## src/hw/rtl/spq_pkg.sv

```systemverilog
// Package for the sorted priority queue: opcode and status codes, and the
// command and control types that the top level sends to each storage cell.
// Depends on nothing; imported by spq_cell, sorted_priority_queue_top, spq_checker and the testbench.
`default_nettype none

package spq_pkg;

  localparam int OP_W     = 2;
  localparam int STATUS_W = 2;

  // Operation codes carried in the input tuser.
  localparam logic [OP_W-1:0] OP_INSERT = 2'd0;
  localparam logic [OP_W-1:0] OP_APPEND = 2'd1;
  localparam logic [OP_W-1:0] OP_POP    = 2'd2;

  // Result status codes carried in the output tuser.
  localparam logic [STATUS_W-1:0] STATUS_DONE  = 2'd0;
  localparam logic [STATUS_W-1:0] STATUS_FULL  = 2'd1;
  localparam logic [STATUS_W-1:0] STATUS_EMPTY = 2'd2;

  // What a cell does with its contents at the next edge.
  typedef enum logic [1:0] {
    CMD_HOLD,
    CMD_LOAD,
    CMD_SHIFT_UP,
    CMD_SHIFT_DOWN
  } cell_cmd_e;

  typedef struct packed {
    logic      cmp;  // capture the key comparison for the item being accepted
    cell_cmd_e cmd;
  } cell_ctrl_t;

endpackage

`default_nettype wire

```

## src/hw/rtl/spq_cell.sv

```systemverilog
// One storage cell of the queue chain: a key, a payload and a registered
// "key not less than new key" flag. Depends on spq_pkg.
`default_nettype none

module spq_cell
  import spq_pkg::*;
#(
  parameter int KEY_BITS     = 8,
  parameter int PAYLOAD_BITS = 16
) (
  input  wire                     clk_i,
  input  wire  cell_ctrl_t        ctrl_i,
  input  wire                     occupied_i,
  input  wire  [KEY_BITS-1:0]     new_key_i,
  input  wire  [PAYLOAD_BITS-1:0] new_payload_i,
  input  wire  [KEY_BITS-1:0]     lower_key_i,
  input  wire  [PAYLOAD_BITS-1:0] lower_payload_i,
  input  wire  [KEY_BITS-1:0]     upper_key_i,
  input  wire  [PAYLOAD_BITS-1:0] upper_payload_i,
  output logic [KEY_BITS-1:0]     key_o,
  output logic [PAYLOAD_BITS-1:0] payload_o,
  output logic                    ge_o
);

  logic [KEY_BITS-1:0]     key_q;
  logic [PAYLOAD_BITS-1:0] payload_q;
  logic                    ge_q;

  always_ff @(posedge clk_i) begin
    if (ctrl_i.cmp) begin
      ge_q <= occupied_i && (key_q >= new_key_i);
    end
    case (ctrl_i.cmd)
      CMD_LOAD: begin
        key_q     <= new_key_i;
        payload_q <= new_payload_i;
      end
      CMD_SHIFT_UP: begin
        key_q     <= lower_key_i;
        payload_q <= lower_payload_i;
      end
      CMD_SHIFT_DOWN: begin
        key_q     <= upper_key_i;
        payload_q <= upper_payload_i;
      end
      default: begin
        key_q     <= key_q;
        payload_q <= payload_q;
      end
    endcase
  end

  assign key_o     = key_q;
  assign payload_o = payload_q;
  assign ge_o      = ge_q;

endmodule

`default_nettype wire

```

## src/hw/rtl/spq_scan.sv

```systemverilog
// Log-depth suffix OR over the per-cell compare flags: bit j is set when any
// cell at index j or above holds a key not less than the new key. No package use.
`default_nettype none

module spq_scan #(
  parameter int DEPTH = 64
) (
  input  wire  [DEPTH-1:0] flags_i,
  output logic [DEPTH-1:0] any_at_or_above_o
);

  localparam int LEVELS = $clog2(DEPTH);

  logic [DEPTH-1:0] level_v [0:LEVELS];

  always_comb begin
    level_v[0] = flags_i;
    for (int l = 0; l < LEVELS; l++) begin
      for (int j = 0; j < DEPTH; j++) begin
        if (j + (1 << l) < DEPTH) begin
          level_v[l+1][j] = level_v[l][j] | level_v[l][j + (1 << l)];
        end else begin
          level_v[l+1][j] = level_v[l][j];
        end
      end
    end
  end

  assign any_at_or_above_o = level_v[LEVELS];

endmodule

`default_nettype wire

```

## src/hw/rtl/sorted_priority_queue_top.sv

```systemverilog
// Sorted priority queue of up to DEPTH entries kept in a chain of cells, with
// the tail (largest key while order holds) always in cell 0 and the head in
// cell count-1. Each input beat carries an opcode in tuser (insert sorted,
// append at tail, pop tail) and a key and payload in tdata; each one yields
// exactly one output beat with a status in tuser and the popped key, popped
// payload and new entry count in tdata. For each item, on the
// accept edge every cell compares its key with the new key in parallel, and
// in the execute state a log-depth OR scan over those flags picks the insert
// point while every cell loads, holds or shifts to its neighbor at once. The
// execute state waits only while the single output register still holds a
// result that has not been taken. Input ready is low during the execute
// state. Storage needs no clearing after reset; cells at or above the count
// are never read. Depends on spq_pkg, spq_cell and spq_scan.
`default_nettype none

module sorted_priority_queue_top
  import spq_pkg::*;
#(
  parameter int DEPTH        = 64,
  parameter int KEY_BITS     = 8,
  parameter int PAYLOAD_BITS = 16,
  localparam int CNT_W       = $clog2(DEPTH + 1),
  localparam int IN_DATA_W   = ((KEY_BITS + PAYLOAD_BITS + 7) / 8) * 8,
  localparam int OUT_DATA_W  = ((KEY_BITS + PAYLOAD_BITS + CNT_W + 7) / 8) * 8
) (
  input  wire                   clk_i,
  input  wire                   rst_ni,
  // Input stream.
  input  wire                   s_axis_tvalid,
  output logic                  s_axis_tready,
  // tdata: key [KEY_BITS-1:0], payload above it, zero padding.
  input  wire  [IN_DATA_W-1:0]  s_axis_tdata,
  // tuser: opcode.
  input  wire  [OP_W-1:0]       s_axis_tuser,
  // Output stream.
  output logic                  m_axis_tvalid,
  input  wire                   m_axis_tready,
  // tdata: popped_key, popped_payload, entry_count, zero padding.
  output logic [OUT_DATA_W-1:0] m_axis_tdata,
  // tuser: status.
  output logic [STATUS_W-1:0]   m_axis_tuser
);

  localparam logic ST_IDLE = 1'b0;
  localparam logic ST_EXEC = 1'b1;

  logic state_q, state_d;

  logic [OP_W-1:0]         op_q;
  logic [KEY_BITS-1:0]     key_q;
  logic [PAYLOAD_BITS-1:0] payload_q;
  logic [CNT_W-1:0]        count_q, count_d;

  logic                    out_valid_q, out_valid_d;
  logic [STATUS_W-1:0]     out_status_q, out_status_d;
  logic [KEY_BITS-1:0]     out_key_q, out_key_d;
  logic [PAYLOAD_BITS-1:0] out_payload_q, out_payload_d;
  logic [CNT_W-1:0]        out_count_q;

  logic [KEY_BITS-1:0]     in_key;
  logic [PAYLOAD_BITS-1:0] in_payload;
  logic [KEY_BITS-1:0]     cell_new_key;

  logic accept, commit, full, empty, is_store, is_pop, write_ok;

  logic [KEY_BITS-1:0]     cell_key     [DEPTH];
  logic [PAYLOAD_BITS-1:0] cell_payload [DEPTH];
  logic [DEPTH-1:0]        ge_w;
  logic [DEPTH-1:0]        ge_above;
  logic [DEPTH-1:0]        below_ge;
  cell_ctrl_t              ctrl_w [DEPTH];

  assign in_key     = s_axis_tdata[KEY_BITS-1:0];
  assign in_payload = s_axis_tdata[KEY_BITS +: PAYLOAD_BITS];

  // A beat is taken only between items; the result register is checked later.
  assign s_axis_tready = (state_q == ST_IDLE);
  assign accept        = s_axis_tvalid && s_axis_tready;
  assign commit        = (state_q == ST_EXEC) && (!out_valid_q || m_axis_tready);

  assign full     = (count_q == CNT_W'(DEPTH));
  assign empty    = (count_q == '0);
  assign is_store = (op_q == OP_INSERT) || (op_q == OP_APPEND);
  assign is_pop   = (op_q == OP_POP);
  assign write_ok = (is_store && !full) || (is_pop && !empty);

  // The compare runs on the accept edge against the incoming key; loads use
  // the latched key.
  assign cell_new_key = (state_q == ST_IDLE) ? in_key : key_q;

  spq_scan #(
    .DEPTH(DEPTH)
  ) u_scan (
    .flags_i           (ge_w),
    .any_at_or_above_o (ge_above)
  );

  // Cell j loads the new entry on an insert when it is the lowest cell with no
  // matching cell at or above it, i.e. just above the highest matching cell.
  assign below_ge = {ge_w[DEPTH-2:0], 1'b1};

  for (genvar j = 0; j < DEPTH; j++) begin : g_cell
    logic [KEY_BITS-1:0]     lower_key, upper_key;
    logic [PAYLOAD_BITS-1:0] lower_payload, upper_payload;
    logic                    occupied;

    assign occupied = (CNT_W'(j) < count_q);

    if (j == 0) begin : g_first
      assign lower_key     = cell_key[j];
      assign lower_payload = cell_payload[j];
    end else begin : g_mid_lo
      assign lower_key     = cell_key[j-1];
      assign lower_payload = cell_payload[j-1];
    end

    if (j == DEPTH - 1) begin : g_last
      assign upper_key     = cell_key[j];
      assign upper_payload = cell_payload[j];
    end else begin : g_mid_hi
      assign upper_key     = cell_key[j+1];
      assign upper_payload = cell_payload[j+1];
    end

    always_comb begin
      ctrl_w[j].cmp = accept;
      ctrl_w[j].cmd = CMD_HOLD;
      if (commit && write_ok) begin
        case (op_q)
          OP_INSERT: begin
            if (ge_above[j]) begin
              ctrl_w[j].cmd = CMD_HOLD;
            end else if (below_ge[j]) begin
              ctrl_w[j].cmd = CMD_LOAD;
            end else begin
              ctrl_w[j].cmd = CMD_SHIFT_UP;
            end
          end
          OP_APPEND: begin
            ctrl_w[j].cmd = (j == 0) ? CMD_LOAD : CMD_SHIFT_UP;
          end
          OP_POP: begin
            ctrl_w[j].cmd = CMD_SHIFT_DOWN;
          end
          default: begin
            ctrl_w[j].cmd = CMD_HOLD;
          end
        endcase
      end
    end

    spq_cell #(
      .KEY_BITS    (KEY_BITS),
      .PAYLOAD_BITS(PAYLOAD_BITS)
    ) u_cell (
      .clk_i           (clk_i),
      .ctrl_i          (ctrl_w[j]),
      .occupied_i      (occupied),
      .new_key_i       (cell_new_key),
      .new_payload_i   (payload_q),
      .lower_key_i     (lower_key),
      .lower_payload_i (lower_payload),
      .upper_key_i     (upper_key),
      .upper_payload_i (upper_payload),
      .key_o           (cell_key[j]),
      .payload_o       (cell_payload[j]),
      .ge_o            (ge_w[j])
    );
  end

  // Result of the item in execution; popped fields are zero unless a pop
  // actually removed an entry.
  always_comb begin
    count_d       = count_q;
    out_status_d  = STATUS_DONE;
    out_key_d     = '0;
    out_payload_d = '0;
    case (op_q)
      OP_INSERT, OP_APPEND: begin
        if (full) begin
          out_status_d = STATUS_FULL;
        end else begin
          count_d = count_q + 1'b1;
        end
      end
      OP_POP: begin
        if (empty) begin
          out_status_d = STATUS_EMPTY;
        end else begin
          count_d       = count_q - 1'b1;
          out_key_d     = cell_key[0];
          out_payload_d = cell_payload[0];
        end
      end
      default: begin
        count_d = count_q;
      end
    endcase
  end

  always_comb begin
    state_d = state_q;
    case (state_q)
      ST_IDLE: begin
        if (accept) begin
          state_d = ST_EXEC;
        end
      end
      ST_EXEC: begin
        if (commit) begin
          state_d = ST_IDLE;
        end
      end
      default: begin
        state_d = ST_IDLE;
      end
    endcase
  end

  always_comb begin
    if (commit) begin
      out_valid_d = 1'b1;
    end else if (m_axis_tready) begin
      out_valid_d = 1'b0;
    end else begin
      out_valid_d = out_valid_q;
    end
  end

  always_ff @(posedge clk_i or negedge rst_ni) begin
    if (!rst_ni) begin
      state_q     <= ST_IDLE;
      count_q     <= '0;
      out_valid_q <= 1'b0;
    end else begin
      state_q     <= state_d;
      out_valid_q <= out_valid_d;
      if (commit) begin
        count_q <= count_d;
      end
    end
  end

  always_ff @(posedge clk_i) begin
    if (accept) begin
      op_q      <= s_axis_tuser;
      key_q     <= in_key;
      payload_q <= in_payload;
    end
    if (commit) begin
      out_status_q  <= out_status_d;
      out_key_q     <= out_key_d;
      out_payload_q <= out_payload_d;
      out_count_q   <= count_d;
    end
  end

  assign m_axis_tvalid = out_valid_q;
  assign m_axis_tuser  = out_status_q;
  assign m_axis_tdata  = OUT_DATA_W'({out_count_q, out_payload_q, out_key_q});

  // The stored count never passes the capacity.
  a_count_bound: assert property (@(posedge clk_i) disable iff (!rst_ni)
    count_q <= CNT_W'(DEPTH))
    else $error("entry count above capacity");

  // A store into a queue with room grows the count by exactly one.
  a_store_grows: assert property (@(posedge clk_i) disable iff (!rst_ni)
    commit && is_store && !full |=> count_q == $past(count_q) + 1'b1)
    else $error("store did not grow the count by one");

  // A pop from a non-empty queue shrinks the count by one and reports done.
  a_pop_shrinks: assert property (@(posedge clk_i) disable iff (!rst_ni)
    commit && is_pop && !empty |=>
      (count_q == $past(count_q) - 1'b1) && (out_status_q == STATUS_DONE))
    else $error("pop did not shrink the count by one");

endmodule

`default_nettype wire

```

## config.mk

```make
export PLATFORM = sky130hd
export DESIGN_NAME = sorted_priority_queue_top
export DESIGN_NICKNAME = d
export VERILOG_FILES = /design/src/hw/rtl/spq_pkg.sv /design/src/hw/rtl/spq_cell.sv /design/src/hw/rtl/spq_scan.sv /design/src/hw/rtl/sorted_priority_queue_top.sv
export SDC_FILE = /design/constraint.sdc
export NUM_CORES = 2
export LEC_CHECK = 0
export CAP_MARGIN = 20
export CORE_ASPECT_RATIO = 0.5
export CORE_MARGIN = 2
export CORE_UTILIZATION = 45
export DETAILED_ROUTE_END_ITERATION = 6
export DONT_BUFFER_PORTS = 1
export PLACE_DENSITY = 0.6
export SLEW_MARGIN = 20
export SYNTH_ARGS = -nofsm -noshare
export SYNTH_HDL_FRONTEND = slang
export SYNTH_SLANG_ARGS = --single-unit
```

## constraint.sdc

```tcl
create_clock -name clk_i -period 11.7 [get_ports clk_i]
set_clock_uncertainty 0.05 [all_clocks]
set_input_delay 0 -clock clk_i [delete_from_list [all_inputs] [get_ports clk_i]]
set_output_delay 0 -clock clk_i [all_outputs]
set_load 0.01 [all_outputs]
```

==> flow_summary.ini <==
[run_status]
status = finished clean

[die]
ios = 66
core_area_um2 = 211000
die_w_um = 656
initial_core_util_pct = 45.3
floorplan.die_area_um2 = 216000
placementRows = 119
fp.dieH_um = 330

[finish]
layout-drive-gt1-share_pct = 7.58
area_growth_pct = 9.48
n_fill_cell = 18900
final_area_um2 = 105000
finalNetCount = 9745

[clocking]
post_cts_buffers = 0
clockBufferDepth = 4
clk_pin_slew_ps = 70
clk_latency_ps = 830
htree_levels = 4
cts_tree = yes
ctsRootBufferMaster = clkbuf_16
cts_buffers = 173
post_cts_resized = 0
cts_sinks = 1668
hold_buffers = 57

[timing]
finalMaxSlewViolations = 0
tightest_slew_ps = 1170
max_freq_mhz = 172
fin_setup_tns_ps = 0
grt_setup_unrepaired = no
setup_violations = 0
fin_crit_sh_pct = 49.7
layout_min_cycle_time_ps = 5820
slew_headroom_pct = 21.6
hold_viol = 0

[logic_synthesis]
synth_nets = 10000
synth_top_family_by_area = simple AND/OR/NAND/NOR gates
synth_cell_type_count = 78
synth_ff_type = edfxtp_1
synth_adder_area_share_pct = 6.81
yosysSeqAreaShare_pct = 52.4
syn-cell-area_um2 = 95500
synth-edff-count = 1659
syn_avg_cell_area_um2 = 10.1
synthMuxAreaShare_pct = 9.53
synth-simple-area-share_pct = 14.3
yosysWarnings = 0
synth-xor-area-share_pct = 0
async_reset_ff_share_pct = 0.540
synth_compound_area_share_pct = 13.5
postSynthCellCount = 9482
synth-seq-cells = 1668

[critical_path]
path_class = reg -> reg
arrival_ps = 6170
slowest_stage = a31oi_4
path_max_fanout = 39
ff2ff_setup_slack_ps = 5880
startpoint_type = flip-flop
path_cells = inv_1 > ha_1 > or4b_2 > o21ai_2 > a21o_4 > buf_4 > nor2_4 > buf_4 > a31oi_4 > nand2_2
required_ps = 12050
worst_path_largest_cell_delay_ps = 930
crit_top_cell = buf_4
r2r_cells = 10
critPathCaptureType = flip-flop

[detailed_routing]
drtAntennaViolNets = 0
routed_wl_mm = 293
wl_per_cell_um = 24.1
viasPerCell = 5.93
num_vias = 72200
drcViolationCount = 0
drt-pass1-iter-count = 6
drtIter0Drc = 8628

[power_and_ir_drop]
p_leak_nw = 40.6
vdd_drop_max_mv = 0.134
p_per_area_nw_per_um2 = 240

[placed_design]
gp_congestion = 0.882
dp_hpwl_mm = 198
portBuffers = 0
detailed_place.area_um2 = 98500

[grt]
gr-usage-met2_pct = 41.6
grtUsageMet3_pct = 3.93
grt_pass1_vias = 69100
grtUsageTotal_pct = 26.5
antenna_found_initial = 9
grt_max_degree = 71
globalRoute.busiestLayer = met2
grt_first_pass_wirelength_mm = 443
grt-ovfl-total = 0
grtUsageMet1_pct = 38.5

[worst_hold_path]
hp-class = in -> reg
holdPathStages = 3

[flow_run]
maxCapViolCount = 0
==> cells by family (layout without fill, tap and decap cells) <==
kind of cell    after synthesis  count (layout)
fa+ha+maj                   520             520
compound gates             2216            2216
simple gates               3346            3346
buf+inv                     832             672
mux                         899             899
flops                      1668            1668
other cells                   1               2
==> cell usage in the layout, fill, tap and decap left out, types with 13 or more instances in the layout <==
master	instances
a211oi_1	19
a21o_1	80
a21oi_1	722
a21oi_4	22
a221oi_1	13
a22oi_1	59
a311oi_1	16
a31oi_1	590
and2_1	34
buf_4	208
bufinv_16	14
clkbuf_1	27
clkbuf_16	177
clkinv_1	46
clkinv_2	28
dlygate4sd3_1	57
edfxtp_1	1659
ha_1	519
inv_1	86
mux2_2	77
mux2i_1	816
nand2_1	1664
nand2_2	17
nand2b_1	83
nand2b_2	15
nand3_1	19
nor2_1	1246
nor2_2	25
nor2b_1	74
nor3_1	39
nor3b_1	27
nor4_1	22
o21a_1	22
o21ai_0	515
o21ai_1	14
o21ai_2	17
o21ai_4	13
o31a_1	37
or2_2	13
==> state kept, by name, indices dropped and copies added, names as in the netlist <==
name and count:
g_cell.u_cell.key_o 512, out_payload_q 16, out_count_q 7, m_axis_tvalid 1, g_cell.u_cell.payload_o 1024, g_cell.u_cell.ge_o 64, count_q 7, op_q 2
m_axis_tuser 2, out_key_q 8, key_q 8, state_q 1, payload_q 16
==> layer usage <==
layer	vias up	routed length (µm)	part of all wire, %
li1	33800	-	-
met1	35100	132000	45
met2	2817	131000	45
met3	448	23600	8.1
met4	2	7040	2.4
met5	-	8	0.0027
==> where the power goes <==
part           internal, mW  switching, mW
Clock                  3.07           2.47
Combinational          3.04           5.94
Sequential             9.18           1.40
==> through the flow <==
step | std cells | hold slack, ps | util (%) | power (mW) | setup WS, ps
after floorplan | 9482 | -346 | - | 16.2 | 6490
after global placement | 11800 | -345 | 46.7 | 19.2 | 5740
after detailed placement | 11800 | -345 | 46.7 | 19.5 | 5590
after CTS | 12200 | 5.37 | 49.5 | 25.0 | 5570
after global routing | 12200 | 38.9 | 49.6 | 26.6 | 5620
final | 12200 | 25.9 | 49.6 | 25.1 | 5880
==> final timing paths <==
path	from	to
setup / recovery	count_q[1]	g_cell[9].u_cell.payload_o[8]
hold / removal	m_axis_tready	m_axis_tvalid
setup reg to reg	count_q[1]	g_cell[9].u_cell.payload_o[8]
hold reg to reg	g_cell[0].u_cell.payload_o[0]	out_payload_q[0]
max in group asynchronous	rst_ni	m_axis_tvalid
min in group asynchronous	rst_ni	count_q[2]
==> cell type report <==
class / instances / area [µm²] / area share (%)
repair buffers: 273 / 2310 / 2.21
well taps: 2843 / 3560 / 3.40
multi-input cells: 6982 / 42900 / 41.0
inverters: 97 / 387 / 0.370
clock inverters: 98 / 825 / 0.789
flip-flops and latches: 1668 / 50000 / 47.9
clock buffers: 204 / 4530 / 4.33
diodes: 1 / 2.50 / 0.00239
==> cells in the mapped netlist (11+ instances only) <==
cell         n  area (µm²)
o22ai_1     14        87.6
o21ai_1     29         145
nor2_1    1272        4770
edfxtp_1  1659       49800
buf_2       77         385
nand2_1   1681        6310
o21ai_0    527        2640
mux2_2      82         923
nand3_1     19        95.1
a21oi_1    740        3700
a31oi_1    594        3720
nand2b_1    98         613
clkbuf_1   573        2150
o211ai_1    12        90.1
o21a_1      22         165
o31a_1      37         324
a311oi_1    16         140
nor2b_1     76         475
a211oi_1    19         143
or2_2       13        81.3
a41oi_1     11        96.3
inv_1       87         327
and2_1      33         206
mux2i_1    817        8180
nor3b_1     27         203
buf_1       51         191
nor4_1      22         138
a22oi_1     59         443
nor3_1      41         205
a221oi_1    13         114
ha_1       520        6510
buf_4       25         188
a21o_1      81         608
==> worst max-delay path: cells and delay by family (launching register included) <==
| kind | cells | cell delay, ps |
|---|---|---|
| AOI/OAI and AO/OA | 3 | 1900 |
| DFF | 1 | 550 |
| and+or+nand+nor | 3 | 1320 |
| buffers and inverters | 3 | 1190 |
| adders and majority gates | 1 | 340 |
No activity file was read; power rests on OpenSTA's default activity.
